==> src/rtl/core/rgb_box_downsample_2x2_assert.svh <==
// Assertion helpers shared by the RTL; all sample on clk_i and are disabled in reset.
`ifndef RGB_BOX_DOWNSAMPLE_2X2_ASSERT_SVH
`define RGB_BOX_DOWNSAMPLE_2X2_ASSERT_SVH

// Same-cycle implication.
`define RBD_ASSERT_IMP(lbl, ante, cons) \
  lbl: assert property (@(posedge clk_i) disable iff (!rst_ni) (ante) |-> (cons)) \
    else $error("rgb_box_downsample_2x2: assertion failed");

// Next-cycle implication.
`define RBD_ASSERT_NXT(lbl, ante, cons) \
  lbl: assert property (@(posedge clk_i) disable iff (!rst_ni) (ante) |=> (cons)) \
    else $error("rgb_box_downsample_2x2: assertion failed");

`endif

==> src/rtl/core/rbd_fifo.sv <==
`timescale 1ns / 1ps

module rbd_fifo #(
  parameter int WIDTH = 40,
  parameter int DEPTH = 4,
  localparam int PW   = (DEPTH > 1) ? $clog2(DEPTH) : 1,
  localparam int NW   = $clog2(DEPTH + 1)
) (
  input  logic             clk_i,
  input  logic             rst_ni,
  input  logic             push_i,
  input  logic [WIDTH-1:0] wdata_i,
  output logic             full_o,
  input  logic             pop_i,
  output logic             valid_o,
  output logic [WIDTH-1:0] rdata_o
);

  logic [WIDTH-1:0] slot_q [DEPTH];
  logic [PW-1:0]    wptr_q, rptr_q;
  logic [NW-1:0]    count_q;

  assign full_o  = (count_q == NW'(DEPTH));
  assign valid_o = (count_q != '0);
  assign rdata_o = slot_q[rptr_q];

  always_ff @(posedge clk_i) begin
    if (push_i) begin
      slot_q[wptr_q] <= wdata_i;
    end
  end

  always_ff @(posedge clk_i or negedge rst_ni) begin
    if (!rst_ni) begin
      wptr_q  <= '0;
      rptr_q  <= '0;
      count_q <= '0;
    end else begin
      if (push_i) begin
        wptr_q <= (wptr_q == PW'(DEPTH - 1)) ? '0 : wptr_q + PW'(1);
      end
      if (pop_i) begin
        rptr_q <= (rptr_q == PW'(DEPTH - 1)) ? '0 : rptr_q + PW'(1);
      end
      case ({push_i, pop_i})
        2'b10:   count_q <= count_q + NW'(1);
        2'b01:   count_q <= count_q - NW'(1);
        default: ;
      endcase
    end
  end

`include "rgb_box_downsample_2x2_assert.svh"

  `RBD_ASSERT_IMP(a_no_overflow, push_i, !full_o)

endmodule

==> config.mk <==
export PLATFORM = sky130hd
export DESIGN_NAME = rbd_fifo
export DESIGN_NICKNAME = d
export VERILOG_FILES = /design/src/rtl/core/rbd_fifo.sv
export VERILOG_INCLUDE_DIRS = /design/src /design/src/rtl/core
export SDC_FILE = /design/constraint.sdc
export NUM_CORES = 1
export LEC_CHECK = 0
export BUFFER_PORTS_ARGS = -buffer_cell sky130_fd_sc_hd__buf_2
export CORE_MARGIN = 2
export CORE_UTILIZATION = 35
export CTS_CLUSTER_DIAMETER = 120
export DETAILED_ROUTE_END_ITERATION = 10
export PLACE_DENSITY = 0.49
export SYNTH_ARGS = -nofsm -noshare
export SYNTH_HDL_FRONTEND = slang
export SYNTH_SLANG_ARGS = --single-unit
==> constraint.sdc <==
create_clock -name clk_i -period 2.74 [get_ports clk_i]
set_input_delay 0.137 -clock clk_i [delete_from_list [all_inputs] [get_ports clk_i]]
set_output_delay 0.137 -clock clk_i [all_outputs]
set_load 0.02 [all_outputs]
# After elaboration in Yosys (flattened, before gate mapping)
# Memories as Yosys holds them, arrays and structs flattened.
# Cells that the tools add are included.
totals:
  ff_bits: 7
  ram_bits: 160
  inputBits: 44
  output_inout_bits: 42
  wordCells: 20
  n_memories: 1
mem_list:
  columns: ["name", "words", "word_bits", "rd", "rd_ports_with_merged_regs", "wr", "line", "text"]
  rows:
  - ["slot_q", 4, 40, 1, 0, 1, "rbd_fifo.sv:19", "logic [WIDTH-1:0] slot_q [DEPTH];"]
op_classes:
  add_sub_neg: 4
  n_eq_ne: 5
  n_mux: 5
  reduce_logical: 2
op_table:
  columns: ["operator", "count"]
  rows:
  - ["$eq A2 B2 Y1 const B", 3]
  - ["$pmux W3 S2", 1]
  - ["$add A2 B1 Y2 const B", 2]
  - ["$mux W2", 2]
  - ["$add A3 B1 Y3 const B", 1]
  - ["$eq A3 B3 Y1 const B", 1]
  - ["$reduce_bool A3 Y1", 1]
  - ["$sub A3 B1 Y3 const B", 1]
  - ["$eq A2 B1 Y1 const B", 1]
  - ["$mux W1", 2]
  - ["$reduce_bool A2 Y1", 1]

# Depth between registers and ports, before layout
# Gate-level depths: netlist of the first run.
depth:
  ltp_word: 2
  depth_mapped: 6
  mapped_depth_nobuf: 6

# Worst setup path before layout of the first run
# No wires, ideal clock.
synth_path:
  path_type: "flip-flop to flip-flop"
  start: "reg wptr_q[0]"
  end: "mem slot_q[2][0] (enable)"
  setup_ns: 0.401
  arrival_time_ns: 1.582
  required_ns: 2.339
  setup_slack_ns: 0.757
  path_stages_with_launch: 4
  n_path_buf: 0
  cell_sequence: "dfrtp_1 inv_1 ha_1 and2_1"
synth_lines:
  columns: ["item", "line", "text"]
  rows:
  - ["start, declared", "rbd_fifo.sv:20", "logic [PW-1:0] wptr_q, rptr_q;"]
  - ["start signal, assigned", "rbd_fifo.sv:40", "wptr_q <= (wptr_q == PW'(DEPTH - 1)) ? '0 : wptr_q + PW'(1);"]
  - ["end, declared", "rbd_fifo.sv:19", null]
# Straight into the memory's write port.

# Worst setup path after layout of the first run
layout_path:
  start: "reg rptr_q[0]"
  end: "out rdata_o[35]"
layout_via:
  elab_chain_len: 1
layout_lines:
  columns: ["item", "line", "text"]
  rows:
  - ["start, declared", "rbd_fifo.sv:20", null]
  - ["start signal, assigned", "rbd_fifo.sv:43", "rptr_q <= (rptr_q == PW'(DEPTH - 1)) ? '0 : rptr_q + PW'(1);"]
  - ["$mem_v2 Z4 W40", null, null]
  - ["end, declared", "rbd_fifo.sv:16", "output logic [WIDTH-1:0] rdata_o"]
# Every way passes these cells.

==> reports/qor.log, run 1 <==
qor: run_status.status finished clean
qor: synthesis.synth_warnings 0
qor: setup_path.critPathBufInv 2
qor: final_layout.finish.cell_count_without_fillers 630
qor: timing.setup_viol 0
qor: clock_tree.postCtsResizedCells 0
qor: global_route.total_congestion_overflow 0
qor: worst_hold_path.holdPathEnd rptr_q[0]
qor: setup_path.worstRegToRegCells 4
qor: floorplanning.die_area 18,900 sq um
qor: synthesis.postSynth.topFlopCell edfxtp_1
qor: placed_design.detailedPlacementHpwl 7.28 mm
qor: synthesis.ys_seq_elements 167
qor: pwr.power_density 1040 nW/um^2
qor: detailed_routing.drc 0
qor: placed_design.placement.cell_area 6930 sq um
qor: setup_path.crit-reg2reg-capture slot_q[1][11]
qor: detailed_routing.wirelength 11.8 mm
qor: setup_path.worst-path-max-fanout 22
qor: final_layout.final_design_area_no_fill 7920 sq um
qor: clock_tree.htree_levels 4
qor: synthesis.mappedNetlistArea 6240 sq um
qor: clock_tree.cts_setup_buffers 0
qor: clock_tree.cts_tree yes
qor: synthesis.netlist_instances 245
qor: final_layout.drive_gt1_share 42.5%
qor: timing.period_share 83.6%
qor: placed_design.dp_cells 556
qor: timing.rsz0062_at_grt no
qor: floorplanning.core_region_area 17,400 sq um
qor: synthesis.synthDistinctLibCells 20
qor: pwr.vdd.ir_drop.worst 516 uV
qor: global_route.grt_first_pass_wirelength 18.0 mm
qor: timing.final_period_minus_worst_setup_slack 2.29 ns
qor: timing.tightest_slew 0.617 ns
qor: floorplanning.die_h 137 um
qor: placed_design.gpl.final_weighted_congestion 0.703
qor: setup_path.regToRegStartpoint wptr_q[1]
qor: setup_path.worst-r2r-setup-slack 0.94 ns
qor: synthesis.synth_most_common_cell edfxtp_1
qor: synthesis.syn-num-nets 296
qor: timing.slew_headroom 58.8%
qor: final_layout.final_net_count 443
qor: timing.achievable-frequency 436 MHz
qor: synthesis.async_reset_ff_share 4.19%
qor: synthesis.netlist.top_cell.by_area edfxtp_1
qor: synthesis.yosys.area.top_type_share 77.0%
qor: synthesis.postSynthAreaPerCell 25.5 sq um
qor: timing.hold_violation_count_in_the_final_report 0
qor: final_layout.n_antenna_cell 0
qor: detailed_routing.vias_per_cell 4.70
qor: global_route.grt_antenna_before_repair 0
qor: global_route.track_usage 13.3%
qor: setup_path.worst_ep_required_time 2.60 ns
qor: global_route.number_of_global_route_vias_before_repair 3,259
qor: pwr.p_total 8.20 mW
qor: worst_hold_path.whs_path_cells 2
qor: setup_path.timing.critical_path.to_type output pin
qor: timing.clock-skew-final 0.00904 ns
qor: final_layout.areaGrowthSynthToFinish 27.0%
qor: global_route.grt_start_max_net_pins 41
qor: timing.setup_total_negative_slack 0 ns
qor: setup_path.cp_slowest_stage_delay 0.72 ns
qor: clock_tree.num_cts_buffers 17
qor: worst_hold_path.min_from pop_i
qor: flow_run.maxCapViolCount 0
qor: clock_tree.max-clock-path-buffers 2
qor: floorplanning.dieWidth 137 um
qor: pwr.leakagePower 2.76 nW
qor: worst_hold_path.class_of_the_tightest_hold_or_removal_check primary input to register
qor: clock_tree.worstSkewPairLatency 0.42 ns
qor: clock_tree.cts.sink_count 167
qor: clock_tree.clockRootBuffer clkbuf_16
qor: timing.finalHoldWorstSlack 0.0456 ns
qor: clock_tree.cts.clk_slew.worst_paths 0.06 ns
qor: detailed_routing.antenna_violating_nets_post_route 0
qor: detailed_routing.drt-initial-drc-count 152
qor: floorplanning.io-pin-count 86
qor: detailed_routing.drt-wirelength-per-cell 18.7 um
qor: synthesis.synth_enable_flop_cells 160
qor: detailed_routing.vias 2,961
qor: setup_path.timing.critical_path.arrival 2.15 ns
qor: setup_path.critical-path-top-delay-family flip-flops
qor: clock_tree.cts_hold_repair.buffers 42
qor: synthesis.synth.cells.most_frequent edfxtp_1, mux4_2, dfrtp_1
qor: detailed_routing.drt_pass1_iterations 4
qor: floorplanning.num_rows 48
qor: setup_path.critical_path_top_delay_cell dfrtp_4
qor: timing.report.final.slew_viol_count 0
qor: placed_design.numPortBuffers 85
qor: floorplanning.initial_utilization 35.9%
qor: setup_path.setup.worst_path.start_class register
qor: setup_path.cells_along_the_critical_path buf_4, mux4_2, buf_2
qor: setup_path.setup_cp_type register to output pin
qor: synthesis.synth_area_leaders edfxtp_1, mux4_2, dfrtp_1, buf_12, ha_1
qor: synthesis.synth-seq-area-share 79.9%
==> cell families (layout without fill, tap and decap cells) <==
group                    count (synthesis)  count (layout)  share of synthesized area [%]
XOR/XNOR                                 3               3                          0.421
adder cells (fa/ha/maj)                  7               7                           1.52
multiplexers                            43              43                           15.1
AO/OA/AOI/OAI                            2               2                          0.161
flip-flops                             167             167                           79.9
buffers and inverters                   13             173                           2.03
AND/OR/NAND/NOR                         10              10                          0.903
==> sequential cells by signal, indices dropped and copies added, names as in the netlist <==
signal	cells
rptr_q	2
slot_q	160
count_q	3
wptr_q	2
==> stage by stage <==
stage / util [%] / worst slack, ns
2_1_floorplan: - / 0.757
3_3_place_gp: 39.9 / 0.831
3_5_place_dp: 39.9 / 0.830
4_1_cts: 45.6 / 0.369
5_1_grt: 45.6 / 0.291
6_report: 45.6 / 0.448
==> cells in the final DEF, fill, tap and decap left out, drive strengths merged <==
cell / instances
nor2: 2
bufinv: 2
edfxtp: 160
or3: 2
inv: 3
o21ai: 2
clkinvlp: 4
clkinv: 8
mux2: 3
dlygate4sd3: 42
nor3b: 1
buf: 96
ha: 6
fa: 1
nand2: 1
xor2: 1
mux4: 40
dfrtp: 7
xnor2: 2
clkbuf: 18
and2: 4
==> worst reg2reg max path, cell delays in order, from the launching register on <==
cell	delay, ns
dfrtp_1	0.40
inv_1	0.10
ha_1	0.14
and2_2	0.44
buf_4	0.38
==> report_power, final <==
part,switching [mW],internal [mW],leakage (nW)
Combinational,1.30,1.07,0.945
Clock,0.944,1.33,0.267
Sequential,0.279,3.28,1.55
Total,2.52,5.68,2.76
==> per-layer routing <==
| layer | global-route usage [%] | part of all wire [%] | vias up |
|---|---|---|---|
| met5 | 0 | 0 | - |
| met4 | 4.81 | 1.2 | 0 |
| met3 | 4.49 | 4.4 | 15 |
| met2 | 21.6 | 50 | 66 |
| met1 | 16.7 | 44 | 1549 |
| li1 | - | - | 1331 |
==> final cells by class <==
| type | instances | area (sq um) |
|---|---|---|
| Fill cell | 1472 | 9440 |
| Multi-Input combinational cell | 65 | 1130 |
| Clock buffer | 18 | 429 |
| Timing Repair Buffer | 138 | 941 |
| Sequential cell | 167 | 4980 |
| Tap cell | 225 | 282 |
| Inverter | 3 | 11.3 |
| Clock inverter | 14 | 135 |
==> how the worst max path moves through the flow <==
stage	cells after the start	to	from	slack [ns]
final	3	rdata_o[35]	rptr_q[0]	0.45
after global routing	3	rdata_o[36]	rptr_q[0]	0.29
after CTS	3	rdata_o[35]	rptr_q[0]	0.37
after detailed placement	3	rdata_o[36]	rptr_q[0]	0.83
after global placement	3	rdata_o[0]	rptr_q[0]	0.83
after floorplan	3	slot_q[2][0]	wptr_q[0]	0.76
Note: power is estimated with default switching activity, not from simulation.
==> run 2, diff against run 1 <==
clock period = 2.4 ns   (was 2.74 ns; I/O delays follow)
==> run 2 against run 1 <==
Compared with the run above:
- clock power grew 20%
- sequential power up 13%
- first-iteration DRC count decreased by 6.6%
- critical path type unchanged
==> reports/qor.log, run 2 (same netlist as run 1, synthesis figures left out) <==
qor: clock_tree.worstSkewPairLatency 0.41 ns
qor: pwr.power_switching 2.82 mW
qor: global_route.grt_start_max_net_pins 41
qor: run_status.status finished clean
qor: clock_tree.postCtsResizedCells 0
qor: floorplanning.dieWidth 137 um
qor: detailed_routing.drt_pass1_iterations 4
qor: floorplanning.io-pin-count 86
qor: pwr.seq_power_share 42.0%
qor: clock_tree.max-clock-path-buffers 2
qor: clock_tree.cts_hold_repair.buffers 42
qor: timing.hold_violation_count_in_the_final_report 0
qor: placed_design.placement.cell_area 6980 sq um
qor: floorplanning.die_h 137 um
qor: timing.finalHoldWorstSlack 0.0279 ns
qor: final_layout.layout_commonest_cell edfxtp_1
qor: detailed_routing.drt-initial-drc-count 142
qor: timing.report.final.slew_viol_count 0
qor: global_route.grt_antenna_before_repair 0
qor: detailed_routing.drt-wirelength-per-cell 18.4 um
qor: final_layout.areaGrowthSynthToFinish 28.1%
qor: final_layout.final_net_count 439
qor: final_layout.largest_register_ffs 160
qor: global_route.number_of_global_route_vias_before_repair 3,264
qor: setup_path.setup.worst_path.start_class register
qor: detailed_routing.wirelength 11.5 mm
qor: flow_run.maxCapViolCount 0
qor: global_route.total_congestion_overflow 0
qor: clock_tree.cts_setup_buffers 0
qor: pwr.power_density 1200 nW/um^2
qor: final_layout.top_regs slot_q: 160 flops, count_q: 3 flops
qor: pwr.leakagePower 2.79 nW
qor: timing.setup_viol 0
qor: setup_path.worst-r2r-setup-slack 0.89 ns
qor: setup_path.timing.critical_path.arrival 1.99 ns
qor: timing.period_share 88.1%
qor: floorplanning.die_area 18,900 sq um
qor: detailed_routing.drc 0
qor: setup_path.critical_path_top_delay_cell dfrtp_4
qor: timing.setup_total_negative_slack 0 ns
qor: final_layout.drive_gt1_share 41.6%
qor: global_route.grt_first_pass_wirelength 17.8 mm
qor: setup_path.cp_slowest_stage_delay 0.58 ns
qor: pwr.cell_internal_pwr 6.75 mW
qor: pwr.swShare 29.5%
qor: final_layout.top_register slot_q
qor: clock_tree.cts.sink_count 167
qor: final_layout.final_design_area_no_fill 7990 sq um
qor: clock_tree.cts.clk_slew.worst_paths 0.06 ns
qor: detailed_routing.antenna_violating_nets_post_route 0
qor: clock_tree.num_cts_buffers 17
qor: clock_tree.clockRootBuffer clkbuf_16
qor: pwr.combPwrFrac 29.6%
qor: setup_path.setup_cp_type register to output pin
qor: floorplanning.initial_utilization 35.9%
qor: timing.clock-skew-final 0.00550 ns
qor: floorplanning.num_rows 48
qor: setup_path.worst-path-max-fanout 19
qor: detailed_routing.vias_per_cell 4.71
qor: timing.tightest_slew 0.658 ns
qor: timing.final_period_minus_worst_setup_slack 2.11 ns
qor: setup_path.cells_along_the_critical_path buf_12, mux4_1, buf_2
qor: clock_tree.cts_tree yes
qor: global_route.track_usage 13.2%
qor: placed_design.numPortBuffers 85
qor: setup_path.worst_ep_required_time 2.28 ns
qor: pwr.p_total 9.57 mW
qor: floorplanning.core_region_area 17,400 sq um
qor: pwr.p_clk_share 28.4%
qor: detailed_routing.vias 2,937
qor: timing.rsz0062_at_grt no
qor: timing.achievable-frequency 473 MHz
qor: pwr.vdd.ir_drop.worst 576 uV
qor: worst_hold_path.class_of_the_tightest_hold_or_removal_check primary input to register
qor: clock_tree.htree_levels 4
qor: placed_design.gpl.final_weighted_congestion 0.687
qor: timing.slew_headroom 56.2%
qor: setup_path.timing.critical_path.to_type output pin
qor: final_layout.mostFrequentLayoutCells edfxtp_1, buf_2, dlygate4sd3_1, mux4_2, clkbuf_16
qor: placed_design.detailedPlacementHpwl 6.69 mm
qor: final_layout.n_antenna_cell 0
-- run 2: cell types whose count changed in the layout (fill, tap and decap cells not counted) --
cell,change
bufinv_16,+2
clkinv_4,-2
buf_12,+6
clkinv_2,+1
buf_4,-10
clkinvlp_4,-3
-- run 2: path summary, 6_finish.rpt --
kind,start,to,depth (start not counted)
max in group asynchronous,rst_ni,rptr_q[0],2
min reg2reg,count_q[2],count_q[2],1
max,rptr_q[0],rdata_o[0],3
min in group asynchronous,rst_ni,wptr_q[1],2
min,pop_i,rptr_q[1],2
max reg2reg,rptr_q[1],rptr_q[1],2
-- run 2: per-stage QoR --
step	instances	setup slack, ns	util (%)
after global routing	624	0.173	46.0
final	624	0.285	46.0
after CTS	624	0.223	46.0
after detailed placement	552	0.676	40.2
after floorplan	245	0.417	-
after global placement	552	0.677	40.2
-- run 2: metal layers --
metal	part of all wire [%]	wire length (um)	track usage, %	up-vias
met2	50	5790	21.3	69
met3	5.0	573	4.53	12
met1	43	4990	16.4	1540
met4	1.4	156	5.33	0
li1	-	-	-	1316
met5	0	0	0	-
-- run 2: critical path, delay by kind of cell (launching register included) --
family	cells	cell delay [ns]
buffers and inverters	2	0.42
flip-flops	1	0.58
multiplexers	1	0.57
-- run 2: power groups by stage --
stage,combinational [mW],clock (mW),sequential (mW)
final,2.83,2.72,4.02
after detailed placement,2.86,0,4.10
after floorplan,2.13,0,3.91
after global routing,3.06,2.92,4.09
after global placement,2.86,0,4.08
after CTS,2.92,2.80,4.04
-- run 2: area by class of cell --
class                      count  area (sq um)
clock buffer                  18           429
clock inverter                12           160
fill                        1462          9370
inverter                       3          11.3
multi-input combinational     65          1130
sequential                   167          4980
tap                          225           282
timing repair buffer         134           986
