==> config.mk <==
export PLATFORM = sky130hd
export DESIGN_NAME = rbd_front
export DESIGN_NICKNAME = d
export VERILOG_FILES = /design/src/rtl/core/rbd_pkg.sv /design/src/rtl/core/rbd_front.sv
export VERILOG_INCLUDE_DIRS = /design/src /design/src/rtl/core
export SDC_FILE = /design/constraint.sdc
export NUM_CORES = 1
export LEC_CHECK = 0
export CAP_MARGIN = 5
export CORE_UTILIZATION = 25
export DETAILED_ROUTE_END_ITERATION = 12
export DONT_BUFFER_PORTS = 1
export MAX_ROUTING_LAYER = met4
export PLACE_DENSITY = 0.47
export SYNTH_ARGS = -nofsm -noshare
export SYNTH_HDL_FRONTEND = slang
export SYNTH_SLANG_ARGS = --single-unit
==> constraint.sdc <==
create_clock -name clk_i -period 3.1 [get_ports clk_i]
set_input_delay 0.155 -clock clk_i [delete_from_list [all_inputs] [get_ports clk_i]]
set_output_delay 0.155 -clock clk_i [all_outputs]
set_load 0.01 [all_outputs]
==> src/rtl/core/rgb_box_downsample_2x2_assert.svh <==
// Assertion helpers shared by the RTL; all sample on clk_i and are disabled in reset.
`ifndef RGB_BOX_DOWNSAMPLE_2X2_ASSERT_SVH
`define RGB_BOX_DOWNSAMPLE_2X2_ASSERT_SVH

// Same-cycle implication.
`define RBD_ASSERT_IMP(lbl, ante, cons) \
  lbl: assert property (@(posedge clk_i) disable iff (!rst_ni) (ante) |-> (cons)) \
    else $error("rgb_box_downsample_2x2: assertion failed");

// Next-cycle implication.
`define RBD_ASSERT_NXT(lbl, ante, cons) \
  lbl: assert property (@(posedge clk_i) disable iff (!rst_ni) (ante) |=> (cons)) \
    else $error("rgb_box_downsample_2x2: assertion failed");

`endif

==> src/rtl/core/rbd_pkg.sv <==
`timescale 1ns / 1ps

package rbd_pkg;

  localparam int CHAN_W          = 8;
  localparam int PIX_W           = 3 * CHAN_W;
  localparam int PAIR_CHAN_W     = CHAN_W + 1;
  localparam int PAIR_W          = 3 * PAIR_CHAN_W;

  localparam int SRC_WIDTH_W     = 12;
  localparam int SRC_HEIGHT_W    = 13;
  localparam int ROW_W           = 12;
  localparam int CFG_DATA_W      = 13;
  localparam int CFG_IDX_W       = 1;

  localparam int DEF_MAX_SOURCE_WIDTH = 2048;
  localparam int MAX_SOURCE_HEIGHT    = 4096;
  localparam int SRC_WIDTH_RESET      = 256;
  localparam int SRC_HEIGHT_RESET     = 256;

  localparam int QUEUE_DEPTH     = 4;

  localparam logic [CFG_IDX_W-1:0] CFG_IDX_WIDTH  = 1'b0;
  localparam logic [CFG_IDX_W-1:0] CFG_IDX_HEIGHT = 1'b1;

  // One queued job for the back end. The line-store slot travels beside it.
  typedef struct packed {
    logic                is_read;   // odd row: read above, emit result
    logic [PAIR_W-1:0]   pair;      // 9 bits per channel, red in the low bits
    logic                row_end;
    logic                image_end;
  } rbd_op_t;

endpackage

==> src/rtl/core/rbd_front.sv <==
`timescale 1ns / 1ps

module rbd_front
  import rbd_pkg::*;
#(
  parameter int MAX_SOURCE_WIDTH = DEF_MAX_SOURCE_WIDTH,
  localparam int LINE_DEPTH = MAX_SOURCE_WIDTH / 2,
  localparam int SW = (LINE_DEPTH > 1) ? $clog2(LINE_DEPTH) : 1
) (
  input  logic                  clk_i,
  input  logic                  rst_ni,
  input  logic                  cfg_we_i,
  input  logic [CFG_IDX_W-1:0]  cfg_index_i,
  input  logic [CFG_DATA_W-1:0] cfg_data_i,
  input  logic                  in_valid_i,
  input  logic                  in_stall_i,
  input  logic [CHAN_W-1:0]     red_in_i,
  input  logic [CHAN_W-1:0]     green_in_i,
  input  logic [CHAN_W-1:0]     blue_in_i,
  output logic                  push_o,
  output rbd_op_t               op_o,
  output logic [SW-1:0]         slot_o
);

  localparam int CW = (MAX_SOURCE_WIDTH > 2) ? $clog2(MAX_SOURCE_WIDTH) : 1;
  localparam int EW = $clog2(MAX_SOURCE_WIDTH + 1);
  localparam int WW = (EW > SRC_WIDTH_W) ? EW : SRC_WIDTH_W;
  localparam int HW = SRC_HEIGHT_W;

  logic [SRC_WIDTH_W-1:0]  width_q;
  logic [SRC_HEIGHT_W-1:0] height_q;
  logic [CW-1:0]           col_q, col_d;
  logic [ROW_W-1:0]        row_q, row_d;
  logic [PIX_W-1:0]        left_q;

  logic [PIX_W-1:0] pix;
  logic [WW-1:0]    w_ext, w_eff, w_lim, col_ext, col_inc;
  logic [HW-1:0]    h_eff, h_lim, row_ext, row_inc;
  logic             accept, in_range;

  assign pix    = {blue_in_i, green_in_i, red_in_i};
  assign accept = in_valid_i && !in_stall_i;

  // effective sizes, clamped; only even extents produce output
  always_comb begin
    w_ext = WW'(width_q);
    if (w_ext < WW'(2)) begin
      w_eff = WW'(2);
    end else if (w_ext > WW'(MAX_SOURCE_WIDTH)) begin
      w_eff = WW'(MAX_SOURCE_WIDTH);
    end else begin
      w_eff = w_ext;
    end
    if (height_q < HW'(2)) begin
      h_eff = HW'(2);
    end else if (height_q > HW'(MAX_SOURCE_HEIGHT)) begin
      h_eff = HW'(MAX_SOURCE_HEIGHT);
    end else begin
      h_eff = height_q;
    end
  end

  assign w_lim    = {w_eff[WW-1:1], 1'b0};
  assign h_lim    = {h_eff[HW-1:1], 1'b0};
  assign col_ext  = WW'(col_q);
  assign row_ext  = HW'(row_q);
  assign in_range = (col_ext < w_lim) && (row_ext < h_lim);
  assign col_inc  = col_ext + WW'(1);
  assign row_inc  = row_ext + HW'(1);

  always_comb begin
    col_d = col_q;
    row_d = row_q;
    if (accept) begin
      if (col_inc >= w_eff) begin
        col_d = '0;
        row_d = (row_inc >= h_eff) ? '0 : row_inc[ROW_W-1:0];
      end else begin
        col_d = col_inc[CW-1:0];
      end
    end
  end

  always_ff @(posedge clk_i or negedge rst_ni) begin
    if (!rst_ni) begin
      width_q  <= SRC_WIDTH_W'(SRC_WIDTH_RESET);
      height_q <= SRC_HEIGHT_W'(SRC_HEIGHT_RESET);
      col_q    <= '0;
      row_q    <= '0;
      left_q   <= '0;
    end else begin
      if (cfg_we_i) begin
        case (cfg_index_i)
          CFG_IDX_WIDTH:  width_q  <= cfg_data_i[SRC_WIDTH_W-1:0];
          CFG_IDX_HEIGHT: height_q <= cfg_data_i[SRC_HEIGHT_W-1:0];
          default: ;
        endcase
        // any write restarts the image
        col_q <= '0;
        row_q <= '0;
      end else begin
        col_q <= col_d;
        row_q <= row_d;
      end
      if (accept && in_range && !col_q[0]) begin
        left_q <= pix;
      end
    end
  end

  always_comb begin
    for (int c = 0; c < 3; c++) begin
      op_o.pair[c*PAIR_CHAN_W +: PAIR_CHAN_W] =
        {1'b0, left_q[c*CHAN_W +: CHAN_W]} + {1'b0, pix[c*CHAN_W +: CHAN_W]};
    end
    op_o.is_read   = row_q[0];
    op_o.row_end   = (col_ext == w_lim - WW'(1));
    op_o.image_end = op_o.row_end && (row_ext == h_lim - HW'(1));
  end

  assign slot_o = SW'(col_q >> 1);
  assign push_o = accept && in_range && col_q[0];

`include "rgb_box_downsample_2x2_assert.svh"

  `RBD_ASSERT_IMP(a_push_odd_col, push_o, col_q[0] && (col_ext < w_lim))

endmodule

== After elaboration in Yosys (flattened, before gate mapping) ==
Index checks and enable logic that the tools add are counted.

* $mul: 0
* Mux-type cells: 11
* Bitwise gates (word level): 1
* $lt $le $gt $ge: 8
* Reduce and logical (&&, ||, !) cells: 13
* Shifts and indexed selects: 0
* $add $sub $neg: 7
* Divide/modulo/power cells: 0
* Eq/ne operators: 2

{| class="wikitable"
|+ Operators by type and width
! kind !! count
|-
| 12-bit two-way mux || 6
|-
| 11-bit two-way mux || 3
|-
| 8-bit by 8-bit adder with 9-bit output || 3
|-
| 13-bit two-way mux || 2
|-
| 12-bit by 1-bit adder with 13-bit output (second input constant) || 1
|-
| 12-bit by 13-bit equality test with 1-bit output || 1
|-
| 13-bit >= comparator || 1
|-
| 13-bit greater-than comparator (second input constant) || 1
|-
| 12-bit by 13-bit less-than comparator with 1-bit output || 1
|-
| 13-bit by 2-bit less-than comparator with 1-bit output (second input constant) || 1
|-
| 13-bit by 1-bit subtractor with 13-bit output (second input constant) || 1
|-
| 11-bit by 1-bit adder with 12-bit output (second input constant) || 1
|-
| 11-bit by 12-bit equality test with 1-bit output || 1
|-
| 12-bit >= comparator || 1
|-
| 12-bit greater-than comparator (second input constant) || 1
|-
| 11-bit by 12-bit less-than comparator with 1-bit output || 1
|-
| 12-bit by 2-bit less-than comparator with 1-bit output (second input constant) || 1
|-
| 12-bit by 1-bit subtractor with 12-bit output (second input constant) || 1
|-
| 1-bit logical AND || 6
|-
| 2-bit AND reduction || 3
|-
| 2-bit nonzero test || 2
|-
| 1-bit zero test || 2
|-
| 1-bit NOT || 1
|}

* Latch bits: 0
* ROM bits: 0
* RAM bits: 0
* Word-level logic and storage cells: 47
* Output and inout port bits: 41
* Bits in registers: 72
* Bits of input ports: 43
* Memories: 0

== Longest topological paths before layout ==
Gate-level depths: netlist of the first run.

* Word-level depth: 8
* Depth in mapped cells: 15
* Mapped depth without buffers: 13

== Worst setup path before layout of the first run ==
No wires, ideal clock.

* Kind: reg2out
* Start: register height_q[4]
* End: output port op_o[0] (netlist bit)
* Stages on the path, launching flop included: 12
* Setup slack: -0.153 ns
* Data required time: 2.945 ns
* Data arrival time: 3.098 ns
* Cells stage by stage: dfrtp_1 -> buf_6 -> or4_4 -> nor2_1 -> o21ai_0 -> ha_1 -> xor2_1 -> xnor2_1 -> a2111oi_0 -> o21ai_0 -> or4_4 -> nor4b_4

{| class="wikitable"
|+ RTL lines
! item !! RTL line !! text
|-
| start, declared || rbd_front.sv:31 || <nowiki>logic [SRC_HEIGHT_W-1:0] height_q;</nowiki>
|-
| start signal, assigned || rbd_front.sv:87 || <nowiki>height_q <= SRC_HEIGHT_W'(SRC_HEIGHT_RESET);</nowiki>
|-
| start signal, assigned || rbd_front.sv:95 || <nowiki>CFG_IDX_HEIGHT: height_q <= cfg_data_i[SRC_HEIGHT_W-1:0];</nowiki>
|-
| end, declared || rbd_front.sv:21 || <nowiki>output rbd_op_t op_o,</nowiki>
|}

==> results.txt, run 1 <==
Status: finished, violations left
Failing checks: setup timing
Crit-path cells: or4_4 > nor2_4 > o21ai_4 > ha_4 > xor2_1 > nand3b_1 > a2111oi_4 > o21ai_1 > or4_4 > nor4b_4 > buf_4
M1 WL: 8.73 mm
Die width: 159 um
H-tree Lvls: 3
Routed length per instance: 15.2 um
Clock power share: 28.5%
Detail Route Antenna Nets: 0
Pleak: 0.00381 uW
Die area: 0.0254 sq mm
Worst hold margin: 0.0205 ns
Pre-antenna DRT Iters: 5
First-pass GRT wire length: 27.7 mm
Ports: 84
Setup Viol. Count Final: 1
Fin crit period: 3.47 ns
HP Class: primary input to flip-flop
Placed wire-length estimate: 12.9 mm
Overall Power: 4360 uW
Final Wtd Congestion: 0.799
Initial Util: 25.5%
Vias in the first global route: 5136
Worst vdd ir: 0.274 mV
Worst Path Max Fanout: 3
Buffers and inverters on the worst path: 1
Slew HR: 26.8%
CTS sink count: 72
Total of max-cap violations: 0
Avg Cell Area, Syn: 9.05 sq um
Number of diodes: 0
Syn nets: 805
Cells after Synth: 685
Synth Warn #: 0
Top Metal Used: met4
Grt total ovfl: 0
Via/cell ratio: 4.62
Clock tree from TritonCTS: yes
Final Util: 34.3%
Async S/R FF share, synth: 100%
Fmax: 0.288 GHz
Cell Area, Synth: 0.00620 sq mm
Initial antenna violation count: 0
# rows: 57
Largest net degree at the start of global routing: 73
Num CTS Buffers: 9
Worst-path clk slew: 0.06 ns
P_sw: 1560 uW
Worst-margin pin slew: 1.10 ns
1st-iter DRT viols: 249
Count of pins over their slew limit: 0
Top_reg_cell synth: dfrtp_1
Worst setup margin: -0.366 ns
Max stage delay cell, worst path: or4_4
Critical path arrival: 3.31 ns
Fraction of layout cells with a size suffix above 1: 27.5%
Area Growth Syn to Fin: 34.5%
Critical path startpoint category: flip-flop
Worst-skew pair later-pin latency: 0.34 ns
Count of nets after finishing: 925
RSZ-0062 raised after global routing: true
EDFF count, synth: 0
Setup TNS: -0.366 ns
Post-synthesis sequential area ratio: 29.1%
CTS Root Cell: clkbuf_16
CP dominant cell by count: or4_4
Synth Register Bits: 72
Met2 wire length: 7.70 mm
# DRC: 0
GRT Overall Usage: 14.1%
CP required: 2.94 ns
Core ar.: 0.0243 sq mm
Die Ht: 159 um
Setup CP Type: flip-flop to output port
Pwr Density: 523 mW/mm^2
Layout Skew: 0.00932 ns
Combinational power share: 43.9%
Met3 routed WL: 631 um
Final Hold Viols: 0
Crit-path max cell delay: 0.56 ns
Bufs on Longest Clock Path: 2
Total wire length: 17.2 mm
Int Pwr: 2800 uW
Port Buffers: 0
Switching share of total power: 35.8%
Critical Path End Type: output port
Final cycle utilization of the critical path: 112%
Sequential share of power: 27.7%
DR vias: 5238
Post-synthesis cell type count: 62
Top delay family on crit path: simple AND/OR/NAND/NOR gates
-- routing by layer --
| metal | vias up | global-route usage, % |
|---|---|---|
| li1 | 2675 | - |
| met3 | 8 | 2.74 |
| met1 | 2473 | 19.1 |
| met5 | - | - |
| met2 | 82 | 21.7 |
| met4 | 0 | 3.02 |
-- cell usage after synthesis (19+ instances only) --
master | count | share of area, %
ha_1 | 74 | 15
dfrtp_1 | 70 | 28
o21ai_0 | 61 | 4.9
nand2_1 | 57 | 3.5
mux2_2 | 46 | 8.4
nor2_1 | 44 | 2.7
xnor2_1 | 34 | 4.8
inv_1 | 31 | 1.9
a21oi_1 | 23 | 1.9
clkbuf_1 | 23 | 1.4
xor2_1 | 20 | 2.8
nand2b_1 | 19 | 1.9
nand3_1 | 19 | 1.5
-- final cells by class --
class	instances	area, sq um
Fill cell	2505	16000
Multi-Input combinational cell	540	4330
Tap cell	324	405
Clock buffer	11	243
Clock inverter	5	104
Inverter	32	123
Sequential cell	72	1800
Timing Repair Buffer	150	1330
-- worst reg2reg max path: cells and delay by family (launching register included) --
kind / cells / cell delay [ns]
flip-flops: 1 / 0.38
adder cells (fa/ha/maj): 1 / 0.27
AND/OR/NAND/NOR: 3 / 0.64
buffers and inverters: 3 / 0.42
AO/OA/AOI/OAI: 6 / 1.26
-- layout by cell type, fill, tap and decap left out, drive strengths merged, types with 7 or more instances in the layout --
cell	n
nor4	10
buf	111
dlygate4sd3	37
a21o	16
xnor2	34
dfrtp	70
nor2b	15
ha	74
inv	32
clkbuf	13
nand3	19
mux2	46
nand2	57
and3	9
o21ai	62
a21oi	24
mux2i	7
nor2	45
nand2b	19
nor3	11
a211oi	7
xor2	20
-- sequential cells by signal, indices dropped and copies added, names as in the netlist --
name and flops:
col_q 11, height_q 13, left_q 24, row_q 12
w_ext 12
-- per-stage QoR --
stage                     setup WS, ns  std cells  cell area [sq um]
after floorplan                0.00642        685               6200
after global placement          -0.201       1061               7110
after detailed placement        -0.206       1061               7110
after CTS                       -0.380       1119               7970
after global routing            -0.518       1134               8330
final                           -0.366       1134               8330
-- logic make-up after synthesis --
group                    after synthesis  synth area share [%]
multiplexers                          53                  9.49
adder cells (fa/ha/maj)               77                  15.9
buffers and inverters                 73                  5.33
flip-flops                            72                  29.1
AND/OR/NAND/NOR                      203                  16.8
AO/OA/AOI/OAI                        153                  15.7
XOR/XNOR                              54                  7.63
-- power groups by stage --
stage	logic, uW	registers (uW)	clock network [uW]
after floorplan	1260	1220	0
after global placement	1700	1210	0
after detailed placement	1710	1220	0
after CTS	1820	1200	1290
after global routing	2120	1230	1310
final	1910	1210	1240
-- worst paths after layout --
path,from,to,slack (ns),cells after the start
max reg2reg,height_q[4]$_DFFE_PN0P_,row_q[5]$_DFFE_PN0P_,0.01,13
max,height_q[4]$_DFFE_PN0P_,op_o[0],-0.37,11
max in group asynchronous,rst_ni,height_q[8]$_DFFE_PN1P_,2.36,2
min,green_in_i[1],left_q[9]$_DFFE_PN0P_,0.02,2
min in group asynchronous,rst_ni,left_q[20]$_DFFE_PN0P_,0.37,2
min reg2reg,left_q[20]$_DFFE_PN0P_,left_q[20]$_DFFE_PN0P_,0.51,1
-- timing repair --
item | in CTS | in global routing
gates cloned | 1 | 3
pin swaps | 6 | 17
endpoints found under the hold margin | 120 | 0
hold buffers | 38 | 0
gates resized for setup | 27 | 43
setup buffers | 3 | 12
setup endpoints to repair | 38 | 47
(Power assumes the default switching activity.)
==> inputs of run 2 (changes only) <==
--- a/config.mk
+++ b/config.mk
@@ -6,12 +6,12 @@
 export SDC_FILE = /design/constraint.sdc
 export NUM_CORES = 1
 export LEC_CHECK = 0
+export ABC_AREA = 1
 export CAP_MARGIN = 5
 export CORE_UTILIZATION = 25
 export DETAILED_ROUTE_END_ITERATION = 12
 export DONT_BUFFER_PORTS = 1
 export MAX_ROUTING_LAYER = met4
-export PLACE_DENSITY = 0.47
 export SYNTH_ARGS = -nofsm -noshare
 export SYNTH_HDL_FRONTEND = slang
 export SYNTH_SLANG_ARGS = --single-unit
==> results.txt, run 2 <==
Int Pwr: 2580 uW
Max stage delay cell, worst path: dfrtp_2
Via/cell ratio: 4.61
Ports: 84
Pleak: 0.00397 uW
Slew HR: 54.7%
Port Buffers: 0
Fraction of layout cells with a size suffix above 1: 13.6%
Largest net degree at the start of global routing: 73
Total of max-cap violations: 0
Largest area contributor in the netlist: dfrtp_1
Worst-margin pin slew: 0.671 ns
Synth top cells by count: 239 x nand2_1, 102 x inv_1, 86 x o21ai_0, 74 x ha_1, 72 x nor2_1
Count of pins over their slew limit: 0
Final Wtd Congestion: 0.908
Pre-antenna DRT Iters: 4
Clock power share: 26.5%
Crit-path max cell delay: 0.45 ns
Top_reg_cell synth: dfrtp_1
Setup Viol. Count Final: 0
Largest register FFs: 24
Die Ht: 160 um
1st-iter DRT viols: 364
Grt total ovfl: 0
Count leader, synth: nand2_1
EDFF count, synth: 0
Avg Cell Area, Syn: 7.07 sq um
Yosys top cell area share: 28.0%
RSZ-0062 raised after global routing: true
P_sw: 1840 uW
H-tree Lvls: 3
Initial antenna violation count: 0
Count of nets after finishing: 1071
Syn nets: 1006
Top reg by flops: left_q
CP required: 2.94 ns
Bufs on Longest Clock Path: 2
GRT Overall Usage: 14.4%
Worst-path clk slew: 0.06 ns
Area Growth Syn to Fin: 23.2%
# rows: 57
Die width: 160 um
Detail Route Antenna Nets: 0
Num CTS Buffers: 9
Cell Area, Synth: 0.00626 sq mm
Most common cell after layout, fill and taps aside: nand2_1
CTS sink count: 72
Combinational power share: 45.1%
Number of diodes: 0
Cells after Synth: 886
Overall Power: 4410 uW
First-pass GRT wire length: 29.1 mm
# DRC: 0
Routed length per instance: 14.0 um
Worst vdd ir: 0.284 mV
Final cycle utilization of the critical path: 96.9%
Most frequent cells in the layout: 229 x nand2_1, 101 x inv_1, 84 x o21ai_0
Placed Cells: 1210
Synth Register Bits: 72
Core ar.: 0.0245 sq mm
Clock tree from TritonCTS: yes
Fmax: 0.333 GHz
Placed wire-length estimate: 13.0 mm
CTS Root Cell: clkbuf_16
Layout Skew: 0.00731 ns
Synth top area cells: dfrtp_1 28%, ha_1 15%, nand2_1 14%
DR vias: 5904
Sequential share of power: 28.4%
Pwr Density: 572 mW/mm^2
Total wire length: 17.9 mm
Synth Warn #: 0
Final Hold Viols: 0
Post-synthesis sequential area ratio: 28.8%
Critical path startpoint category: flip-flop
HP Class: primary input to flip-flop
Switching share of total power: 41.6%
Initial Util: 25.6%
Fin crit period: 3.00 ns
Die area: 0.0257 sq mm
Buffers and inverters on the worst path: 2
Worst Path Max Fanout: 7
Vias in the first global route: 5736
Critical path arrival: 2.85 ns
Status: finished, final reports clean
Top delay family on crit path: simple AND/OR/NAND/NOR gates
Async S/R FF share, synth: 100%
Worst-skew pair later-pin latency: 0.35 ns
Biggest regs: left_q: 24 flops, height_q: 13 flops
Post-synthesis cell type count: 42
Post-Layout Cell Count: 1280
Setup CP Type: flip-flop to output port
Crit-path cells: nor2_4 > nand2_1 > nor2_2 > nand2_4 > nand2_8 > nand2_2 > ha_1 > a21oi_2 > o21ai_1 > nand3_1 > o2111ai_2 > nor2_2 > nand2_2 > buf_12 > nor2_1 > buf_4
Critical Path End Type: output port
==> run 2: changes by cell type in the layout (fill, tap and decap cells not counted), moves of 19 or more <==
cell      change
nand2_1     +174
inv_1        +71
buf_4        -50
mux2_2       -45
nand3_1      +43
o21ai_0      +33
xnor2_1      -29
nor2_1       +26
nand2b_1     -19
==> run 2: final cells by class <==
| cell class | count | area (sq um) |
|---|---|---|
| fillers | 2622 | 16700 |
| multi-input cells | 676 | 3990 |
| flip-flops and latches | 72 | 1810 |
| repair buffers | 83 | 763 |
| inverters | 108 | 413 |
| well taps | 324 | 405 |
| clock buffers | 9 | 225 |
| clock inverters | 7 | 103 |
| repair inverters | 1 | 7.51 |
==> run 2: worst reg2reg max path, stage by stage (launching register included) <==
cell        delay (ns)
dfrtp_1           0.39
ha_2              0.22
nand4_1           0.13
nor2_1            0.11
inv_1             0.08
nor3_2            0.12
xor2_1            0.21
ha_1              0.26
nand2_1           0.08
nor2_1            0.08
nand2_1           0.07
o211ai_1          0.08
a31oi_1           0.18
nand3_2           0.17
nand2_4           0.15
clkinvlp_4        0.20
nand3_1           0.12
nand2_1           0.05
==> run 2: through the flow <==
stage          hold WS, ns  setup WS, ns  setup TNS (ns)  area [sq um]  utilization, %
2_1_floorplan       -0.141         0.404               0          6260               -
3_3_place_gp        -0.139         0.192               0          6720            27.5
3_5_place_dp        -0.139         0.182               0          6720            27.5
4_1_cts            0.00689       -0.0184         -0.0184          7440            30.4
5_1_grt             0.0345       -0.0602         -0.0831          7710            31.5
6_report            0.0163        0.0974               0          7710            31.5
==> run 2: logic make-up (layout without fill, tap and decap cells) <==
group	Yosys count	count (layout)	share of synthesized area (%)
fa+ha+maj	77	77	15.7
xor+xnor	37	37	5.18
compound gates	151	151	13.1
flops	72	72	28.8
simple gates	408	411	27.3
buf+inv	141	208	9.85
==> run 2: path summary, 6_finish.rpt <==
check	startpoint	endpoint	slack (ns)	depth (start not counted)
max	height_q[9]$_DFFE_PN0P_	push_o	0.1	16
min	cfg_data_i[9]	w_ext[9]$_DFFE_PN0P_	0.02	2
max reg2reg	col_q[0]$_DFFE_PN0P_	row_q[0]$_DFFE_PN0P_	0.29	17
min reg2reg	left_q[6]$_DFFE_PN0P_	left_q[6]$_DFFE_PN0P_	0.50	2
max in group asynchronous	rst_ni	left_q[20]$_DFFE_PN0P_	2.38	2
min in group asynchronous	rst_ni	col_q[8]$_DFFE_PN0P_	0.31	2
==> run 2: power by group through the flow <==
| stage | clock (uW) | combinational (uW) | sequential (uW) |
|---|---|---|---|
| 2_1_floorplan | 0 | 1410 | 1260 |
| 3_3_place_gp | 0 | 1790 | 1260 |
| 3_5_place_dp | 0 | 1830 | 1260 |
| 4_1_cts | 1200 | 1910 | 1250 |
| 5_1_grt | 1240 | 2260 | 1280 |
| 6_report | 1170 | 1990 | 1250 |
==> run 2: what timing repair did <==
action / 4_1_cts / 5_1_grt
gates cloned: 2 / 3
endpoints found under the setup margin: 3 / 25
pin swaps: 1 / 9
endpoints found under the hold margin: 105 / 0
gates resized for setup: 6 / 38
setup buffers: 2 / 15
hold buffers: 32 / 0
==> run 2: routing by layer <==
| metal | track usage (%) | up-vias | part of all wire, % |
|---|---|---|---|
| li1 | - | 3013 | - |
| met1 | 17.9 | 2749 | 46 |
| met2 | 23.5 | 127 | 47 |
| met3 | 3.51 | 15 | 5.0 |
| met4 | 3.64 | 0 | 1.3 |
| met5 | - | - | 0 |
